`src/rtl/siq_pkg.sv`:
```
`timescale 1ns / 1ps

package siq_pkg;

  // Queue depth and derived widths
  localparam int unsigned DEPTH = 16;
  localparam int unsigned CntW  = $clog2(DEPTH + 1);
  localparam int unsigned ValW  = 32;

  // Request codes
  typedef enum logic [1:0] {
    REQ_ENQ  = 2'd0,
    REQ_DEQ  = 2'd1,
    REQ_PEEK = 2'd2,
    REQ_NONE = 2'd3
  } req_e;

  // Result status codes
  typedef enum logic [1:0] {
    ST_OK    = 2'd0,
    ST_FULL  = 2'd1,
    ST_EMPTY = 2'd2,
    ST_RSVD  = 2'd3
  } status_e;

  // Broadcast control to every cell
  typedef struct packed {
    logic                   ins;   // insert item this cycle
    logic                   del;   // shift whole chain towards the head
    logic signed [ValW-1:0] item;
  } cell_ctl_t;

endpackage

```
`src/rtl/siq_cell.sv`:
```
`timescale 1ns / 1ps

module siq_cell (
  input  logic                           clk_i,
  input  siq_pkg::cell_ctl_t             ctl_i,
  input  logic                           occ_i,       // this cell holds a live entry
  input  logic                           left_occ_i,  // neighbour towards head is live
  input  logic                           left_gt_i,   // neighbour towards head > item
  input  logic signed [siq_pkg::ValW-1:0] left_val_i,
  input  logic signed [siq_pkg::ValW-1:0] right_val_i,
  output logic                           gt_o,
  output logic signed [siq_pkg::ValW-1:0] val_o
);
  import siq_pkg::*;

  logic signed [ValW-1:0] val_q, val_d;

  // Live entry strictly greater than the new item: it must move one place back
  assign gt_o  = occ_i && (val_q > ctl_i.item);
  assign val_o = val_q;

  // Shift/insert selection
  always_comb begin
    val_d = val_q;
    if (ctl_i.ins) begin
      if (left_gt_i) begin
        val_d = left_val_i;
      end else if (gt_o || (!occ_i && left_occ_i)) begin
        val_d = ctl_i.item;
      end
    end else if (ctl_i.del) begin
      val_d = right_val_i;
    end
  end

  always_ff @(posedge clk_i) begin
    val_q <= val_d;
  end

endmodule

```
`src/rtl/sorted_insert_priority_queue_core.sv`:
```
`timescale 1ns / 1ps
// Channel   Direction  Handshake                 Word
// request   in         start_i while !busy_o     req_type_i, item_value_i
// result    out        result_valid_o strobe     result_value_o, status_o, occupancy_o
//
// One request per clock: the cell chain compares every entry with the item
// at once, so busy_o stays low and a result appears the cycle after start_i.
// Reset (rst_ni low, asynchronous) empties the queue; entry storage is not
// cleared, only the occupancy count. The receiver cannot stall: each result
// word is shown for exactly one cycle.

module sorted_insert_priority_queue_core (
  input  logic                            clk_i,
  input  logic                            rst_ni,
  input  logic                            start_i,
  output logic                            busy_o,
  input  logic [1:0]                      req_type_i,
  input  logic signed [siq_pkg::ValW-1:0] item_value_i,
  output logic                            result_valid_o,
  output logic signed [siq_pkg::ValW-1:0] result_value_o,
  output logic [1:0]                      status_o,
  output logic [siq_pkg::CntW-1:0]        occupancy_o
);
  import siq_pkg::*;

  req_e                   req;
  logic                   accept;
  logic                   empty, full;
  cell_ctl_t              ctl;
  logic [CntW-1:0]        cnt_q, cnt_d;
  logic                   vld_q, vld_d;
  logic signed [ValW-1:0] res_q, res_d;
  status_e                st_q, st_d;

  logic [DEPTH-1:0]       gt;
  logic [DEPTH-1:0]       occ;
  logic signed [ValW-1:0] val [DEPTH];

  assign busy_o = 1'b0;
  assign accept = start_i && !busy_o;
  assign req    = req_e'(req_type_i);
  assign empty  = (cnt_q == '0);
  assign full   = (cnt_q == CntW'(DEPTH));

  // Request decode and result word
  always_comb begin
    ctl.ins  = 1'b0;
    ctl.del  = 1'b0;
    ctl.item = item_value_i;
    cnt_d    = cnt_q;
    res_d    = '0;
    st_d     = ST_OK;
    if (accept) begin
      unique case (req)
        REQ_ENQ: begin
          if (full) begin
            st_d = ST_FULL;
          end else begin
            ctl.ins = 1'b1;
            cnt_d   = cnt_q + 1'b1;
          end
        end
        REQ_DEQ, REQ_PEEK: begin
          if (empty) begin
            res_d = '1;
            st_d  = ST_EMPTY;
          end else begin
            res_d = val[0];
            if (req == REQ_DEQ) begin
              ctl.del = 1'b1;
              cnt_d   = cnt_q - 1'b1;
            end
          end
        end
        default: begin
          st_d = ST_OK;
        end
      endcase
    end
  end

  assign vld_d = accept;

  // Cell chain
  for (genvar i = 0; i < DEPTH; i++) begin : g_cell
    localparam logic [CntW-1:0] Idx = CntW'(i);
    logic                   l_occ, l_gt;
    logic signed [ValW-1:0] l_val, r_val;

    assign occ[i] = (Idx < cnt_q);

    if (i == 0) begin : g_head
      assign l_occ = 1'b1;
      assign l_gt  = 1'b0;
      assign l_val = val[i];
    end else begin : g_body
      assign l_occ = occ[i-1];
      assign l_gt  = gt[i-1];
      assign l_val = val[i-1];
    end

    if (i == DEPTH - 1) begin : g_tail
      assign r_val = val[i];
    end else begin : g_mid
      assign r_val = val[i+1];
    end

    siq_cell u_cell (
      .clk_i       (clk_i),
      .ctl_i       (ctl),
      .occ_i       (occ[i]),
      .left_occ_i  (l_occ),
      .left_gt_i   (l_gt),
      .left_val_i  (l_val),
      .right_val_i (r_val),
      .gt_o        (gt[i]),
      .val_o       (val[i])
    );
  end

  // Control state
  always_ff @(posedge clk_i or negedge rst_ni) begin
    if (!rst_ni) begin
      cnt_q <= '0;
      vld_q <= 1'b0;
    end else begin
      cnt_q <= cnt_d;
      vld_q <= vld_d;
    end
  end

  // Result word register
  always_ff @(posedge clk_i) begin
    res_q <= res_d;
    st_q  <= st_d;
  end

  assign result_valid_o = vld_q;
  assign result_value_o = res_q;
  assign status_o       = st_q;
  assign occupancy_o    = cnt_q;

endmodule
```
`config.mk`:
```
export PLATFORM = sky130hd
export DESIGN_NAME = sorted_insert_priority_queue_core
export DESIGN_NICKNAME = d
export VERILOG_FILES = /design/src/rtl/siq_pkg.sv /design/src/rtl/siq_cell.sv /design/src/rtl/sorted_insert_priority_queue_core.sv
export SDC_FILE = /design/constraint.sdc
export NUM_CORES = 2
export LEC_CHECK = 0
export BUFFER_PORTS_ARGS = -buffer_cell sky130_fd_sc_hd__buf_4
export CORE_MARGIN = 10
export CORE_UTILIZATION = 45
export CTS_CLUSTER_DIAMETER = 60
export DETAILED_ROUTE_END_ITERATION = 16
export MAX_ROUTING_LAYER = met4
export PLACE_DENSITY_LB_ADDON = 0.2
export SLEW_MARGIN = 20
export SYNTH_ARGS = -nofsm -noshare
export SYNTH_HDL_FRONTEND = slang
export SYNTH_SLANG_ARGS = --single-unit
```
`constraint.sdc`:
```
create_clock -name clk_i -period 6.54 [get_ports clk_i]
set_input_delay 0.981 -clock clk_i [delete_from_list [all_inputs] [get_ports clk_i]]
set_output_delay 0.981 -clock clk_i [all_outputs]
set_load 0.01 [all_outputs]
```
# == Yosys cells after proc, flatten, opt, wreduce, memory -nomap -nowiden ==
# Index checks and enable logic that the tools add are counted.
# op_classes
n_mux,75
add_sub_neg,2
eq_ne,21
n_reduce_logical,87
order_cmp,32
# ops
cell,n
32-bit two-way mux,62
32-bit greater-than comparator,16
"3-bit by 1-bit != test with 1-bit output, second input constant",14
"4-bit by 5-bit less-than comparator with 1-bit output, first input constant",8
2-bit AND reduction,17
1-bit logical AND,31
"3-bit by 5-bit less-than comparator with 1-bit output, first input constant",4
1-bit zero test,16
1-bit logical OR,16
5-bit two-way mux,3
"1-bit by 5-bit less-than comparator with 1-bit output, first input constant",2
"2-bit by 5-bit less-than comparator with 1-bit output, first input constant",2
5-bit one-hot mux with 2 select lines,1
1-bit two-way mux,6
"2-bit != test, second input constant",3
2-bit nonzero test,3
"5-bit by 1-bit adder with 5-bit output, second input constant",1
"5-bit == test, second input constant",1
5-bit zero test,1
5-bit AND reduction,1
"5-bit by 1-bit subtractor with 5-bit output, second input constant",1
2-bit two-way mux,2
2-bit one-hot mux with 2 select lines,1
"2-bit by 1-bit == test with 1-bit output, second input constant",1
other kinds (4),4
# word_totals
in_bits,37
regBits,552

# == Depth between registers and ports, before layout ==
# logic_depth
depth_word,7
depth_mapped,13
mapped_depth_nobuf,10

# == Modules after synthesis ==
# From an unflattened synthesis, not the netlist that was laid out.
# unflattened
hier_cells,4377
hier_area_um2,40804.1
# modules_own_cells
module,cells_each,seq_area_each_um2,n_inst,area_each_um2
siq_cell at g_cell[0].u_cell ...,262,960.9,15,2448.6
siq_cell at g_cell[15].u_cell,260,960.9,1,2447.3
sorted_insert_priority_queue_core,187,830.8,1,1627.8

# == Least setup slack after synthesis ==
# OpenSTA, ideal clock, no wires.
# synth_timing
path_type,input-to-reg
start,in item_value_i[1] in the netlist's numbering
end,"reg g_cell[8].u_cell.val_q[0], enable pin"
path_slack_ns,0.872
path_stages,12
arrival_ns,5.227
setup_ns,0.441
path_buffers,2
required_ns,6.099
cell_sequence,clkbuf_1 inv_1 ha_1 nor2b_1 o211ai_1 a2111oi_0 or4b_1 a211oi_1 mux2i_1 clkbuf_1 nor2_1 a31oi_1
# synth_via
elab_chain_cells,5
word_cells_on_any_way,7
# synth_rtl
element,line_no,source
start: declaration,sorted_insert_priority_queue_core.sv:18,"input logic signed [siq_pkg::ValW-1:0] item_value_i,"
32-bit greater-than comparator,siq_cell.sv:19,assign gt_o = occ_i && (val_q > ctl_i.item);
1-bit logical AND,siq_cell.sv:19,
1-bit logical OR,siq_cell.sv:28,end else if (gt_o || (!occ_i && left_occ_i)) begin
3-bit by 1-bit != test with 1-bit output (no source line) *,-,
2-bit AND reduction (no source line) *,-,
end signal: assignment,siq_cell.sv:37,val_q <= val_d;
end: declaration,siq_cell.sv:16,"logic signed [ValW-1:0] val_q, val_d;"
# Every way passes the cells marked *; elsewhere a longest branch is shown, timed or not.
# A chain may end at the register's enable or synchronous reset.

# == Worst setup path after layout ==
# layout_timing
start,in item_value_i[15] in the netlist's numbering
end,"reg g_cell[5].u_cell.val_q[21], enable pin"
# layout_via
elab_chain_cells,5
word_cells_on_any_way,7
# layout_rtl
element,line_no
32-bit greater-than comparator,siq_cell.sv:19
1-bit logical AND,siq_cell.sv:19
1-bit logical OR,siq_cell.sv:28
3-bit by 1-bit != test with 1-bit output (no source line) *,-
2-bit AND reduction (no source line) *,-
end signal: assignment,siq_cell.sv:37
end: declaration,siq_cell.sv:16
# Marks and branches as above.

==> metrics.md <==
| Metric | Value |
|---|---|
| Wire per inst | 24.02 um |
| Final period demand of the worst path | approximately 5000 ps |
| Count of input and output buffers | 76 |
| Area of placed instances | ~40000 um2 |
| Final total negative setup slack | 0 ps |
| Total non-filler cell area in the finished layout | between 40000 and 50000 um2 |
| Dominant cell by count in the synthesized netlist | sky130_fd_sc_hd__ha_1 |
| Leakage | between 15 and 20 nW |
| Count of filler cells inserted in the layout | 7728 |
| Clock latency on the worst-skew pair | 620 ps |
| Type of the tightest min-delay check | primary input to async pin |
| Total chip power | 12.38 mW |
| Cell internal power dissipation | 7.996 mW |
| Critical Path Start Type | primary input |
| Total DRC errors in the routed layout | 0 |
| Relative contribution of combinational cells to total power | between 30 and 40% |
| Maximum root-to-sink buffer count | 3 |
| FF+latch area | approximately 16000 um2 |
| Worst vdd ir | ~0.22 mV |
| Synthesized netlist net count | 4348 |
| Via count | a little over 30000 |
| Pwr per Cell Area | approximately 290 nW/um2 |
| Maximum level of the CTS H-tree | 3 |
| Mux share of post-synthesis cell area | around 6.9% |
| Top cell type by total area after synthesis | sky130_fd_sc_hd__edfxtp_1 |
| Most common flop cell mapped by yosys | sky130_fd_sc_hd__edfxtp_1 |
| Mean cell area of the mapped netlist | roughly 10 um2 |
| Relative contribution of sequential cells to total power | 36.6% |
| Number of failing setup endpoints in the final timing report | 0 |
| Final Max Slew Viols | 0 |
| Final worst-path cycle share | ~76% |
| Post-detail-place hpwl | 89.68 mm |
| Post-synthesis instance total | 3793 |
| Number of nets in the layout | roughly 4300 |
| Number of sinks on the clock net | about 550 |
| Synth top cells by count | sky130_fd_sc_hd__ha_1, sky130_fd_sc_hd__edfxtp_1, sky130_fd_sc_hd__nand2_1, sky130_fd_sc_hd__a21oi_1, sky130_fd_sc_hd__nor2_1 |
| Sw Pwr | 4.381 mW |
| Global-route congestion overflow total | 0 |
| Core area | approximately 84000 um2 |
| Setup WS pre-CTS | 1097 ps |
| Async set-or-reset flop fraction in the synthesized netlist | 1.087% |
| Finished Layout Cells | around 5000 |
| Post-detailed-routing wire length | 119.7 mm |
| Cell row count | 106 |
| RSZ-0062 raised after global routing | false |
| Cell area after synthesis | around 38000 um2 |
| Clock transition at the registers of the reported paths | about 60 ps |
| Complex-gate fraction of the synthesized area | approximately 15% |
| TritonCTS clock tree | yes |
| Part of the total power dissipated in the clock network | 32.7% |
| Initial core utilization | roughly 46% |
| Top cell type's share of synthesized area | between 40% and 50% |
| Required time of the worst setup path | ~6800 ps |
| Via count of the first global-routing pass | between 30000 and 40000 |
| Largest net degree at the start of global routing | 212 |
| Height of the die | 311.5 um |
| Quantity of gates resized following cts | 0 |
| Count of antenna-violating nets left after detailed routing | 0 |
| Number of enable-type register cells in the synthesized netlist | between 500 and 600 |
| IO Count | 78 |
| Number of hold violations in the final report | 0 |
| CP Data Arrival Time | around 5200 ps |
| Number of violations of the max-capacitance limit | 0 |
| Hold buffer count at CTS | 0 |
| Highest net fanout along the worst path | 32 |
| Root buffer cell | sky130_fd_sc_hd__clkbuf_16 |
| RePlAce Congestion | 0.9030 |
| Flip-flop and latch count after synthesis | around 550 |
| CTS Buf Count | 72 |
| Sequential fraction of the synthesis area | 42.37% |
| Max-slew headroom | 24.59% |
| Endpoint type of the worst setup path | register |
| Area occupied by multi-input gates | approximately 21000 um2 |
| Synth area leaders | sky130_fd_sc_hd__edfxtp_1, sky130_fd_sc_hd__ha_1, sky130_fd_sc_hd__mux2i_1 |
| Die ar. | between 90000 and 100000 um2 |
| Antenna violations before repair | 2 |
| DR iter-0 viols | between 2000 and 3000 |
| Final setup margin | approximately 1600 ps |
| All-Layer GR Usage | about a quarter |
| Die Width | 311.5 um |
| Number of warnings issued by yosys | 0 |
| Transition time at the pin with the least slew margin | between 1000 and 1500 ps |
| Xor and xnor area share after synthesis | less than 1% |
| Layout-stage area growth over the synthesis result | 11.13% |
| Outcome | complete, no violations |
| Flop-to-flop setup slack | roughly 2100 ps |
| Detail-routed via count per cell | roughly 6.2 |
| First-pass DRT Iterations | 6 |
| Number of cells in the design after placement | ~4800 |
| Layout cells sized above 1 | 8.578% |
| Maximum clock frequency | about 200 MHz |
| Critical path type | primary input to register |
| Number of distinct library cell variants in the gate-level netlist after synthesis | between 70 and 80 |
| Switching part of the total power | a little over a third |
| First-pass GRT wire length | about 180 mm |
| Buffers inserted by post-CTS timing repair | 0 |
| Share of synthesized cell area in and, or, nand and nor gates | about 15% |
| Main combinational cell family by area after synthesis | adder cells |
| Area share of fa/ha/maj cells after synthesis | 16.95% |
| Fin Clk Skew | 19.03 ps |
-- power groups by stage --
stage	registers, mW	logic [mW]	clock network [mW]
after floorplan	4.53	2.75	0
after detailed placement	4.60	3.72	0
after CTS	4.53	3.74	4.11
final	4.53	3.80	4.05
after global routing	4.56	4.15	4.23
after global placement	4.60	3.66	0
-- metal layers --
metal  global-route usage [%]  routed length, um  share of wire (%)  vias to the layer above
met1                    32.77              53440                 45                    15090
met3                    3.360               7053                5.9                      225
met4                    7.515               3843                3.2                        0
met2                    38.58              55320                 46                      930
li1                         -                  -                  -                    14450
met5                        -                  0                  0                        -
-- layout make-up --
cell class,count,share of cell area (%)
multi-input cells,2942,49.39
flip-flops and latches,552,38.13
clock buffers,104,5.108
well taps,1134,3.338
repair buffers,153,2.926
inverters,68,0.6006
clock inverters,28,0.5005
diodes,1,0.005888
-- placed cells by master, fill, tap and decap left out, drive strengths merged, types with 71 or more instances in the layout --
cell type and count:
clkbuf 104, inv 71, mux2i 224, o211ai 238, edfxtp 512, a21oi 364
nor2 272, nand4 102, nand3 263, ha 518, buf 153, nand2 489
o21ai 127
-- through the flow --
| stage | hold WS [ps] | util [%] |
|---|---|---|
| 4_1_cts | 132.9 | 50.59 |
| 6_report | 155.1 | 50.62 |
| 3_5_place_dp | 538.4 | 47.75 |
| 5_1_grt | 137.4 | 50.62 |
| 2_1_floorplan | 487.5 | - |
| 3_3_place_gp | 526.1 | 47.75 |
-- worst max-delay path: stages --
cell	delay (ps)
sky130_fd_sc_hd__buf_4	180
sky130_fd_sc_hd__inv_1	320
sky130_fd_sc_hd__ha_1	430
sky130_fd_sc_hd__nand4_1	240
sky130_fd_sc_hd__nor4_1	940
sky130_fd_sc_hd__inv_1	100
sky130_fd_sc_hd__o221ai_1	270
sky130_fd_sc_hd__a21oi_1	170
sky130_fd_sc_hd__mux2i_4	730
sky130_fd_sc_hd__a31oi_1	170
sky130_fd_sc_hd__a21oi_4	180
sky130_fd_sc_hd__buf_4	470
-- flip-flops by register name, summed over array words and instances (netlist names) --
| signal | flops |
|---|---|
| g_cell.u_cell.val_o | 512 |
| result_value_o | 32 |
| occupancy_o | 5 |
| status_o | 2 |
| result_valid_o | 1 |
-- path summary, 6_finish.rpt --
check                                                startpoint                              endpoint  cells after the start
max                                            item_value_i[15]  g_cell[5].u_cell.val_o[21]$_DFFE_PP_                     12
min                                                      rst_ni            occupancy_o[2]$_DFFE_PN0P_                      1
max reg2reg                g_cell[5].u_cell.val_o[15]$_DFFE_PP_  g_cell[5].u_cell.val_o[21]$_DFFE_PP_                     10
min reg2reg                 g_cell[0].u_cell.val_o[3]$_DFFE_PP_          result_value_o[3]$_SDFF_PN0_                      2
max in group asynchronous                                rst_ni            occupancy_o[4]$_DFFE_PN0P_                      1
min in group clk_i                                      start_i              result_valid_o$_DFF_PN0_                      1
-- logic make-up after synthesis --
family,count (synthesis)
AO/OA/AOI/OAI,908
multiplexers,257
flip-flops,552
other,1
XOR/XNOR,8
AND/OR/NAND/NOR,1250
adder cells (fa/ha/maj),518
buffers and inverters,299
Note: power is estimated with default switching activity, not from simulation.
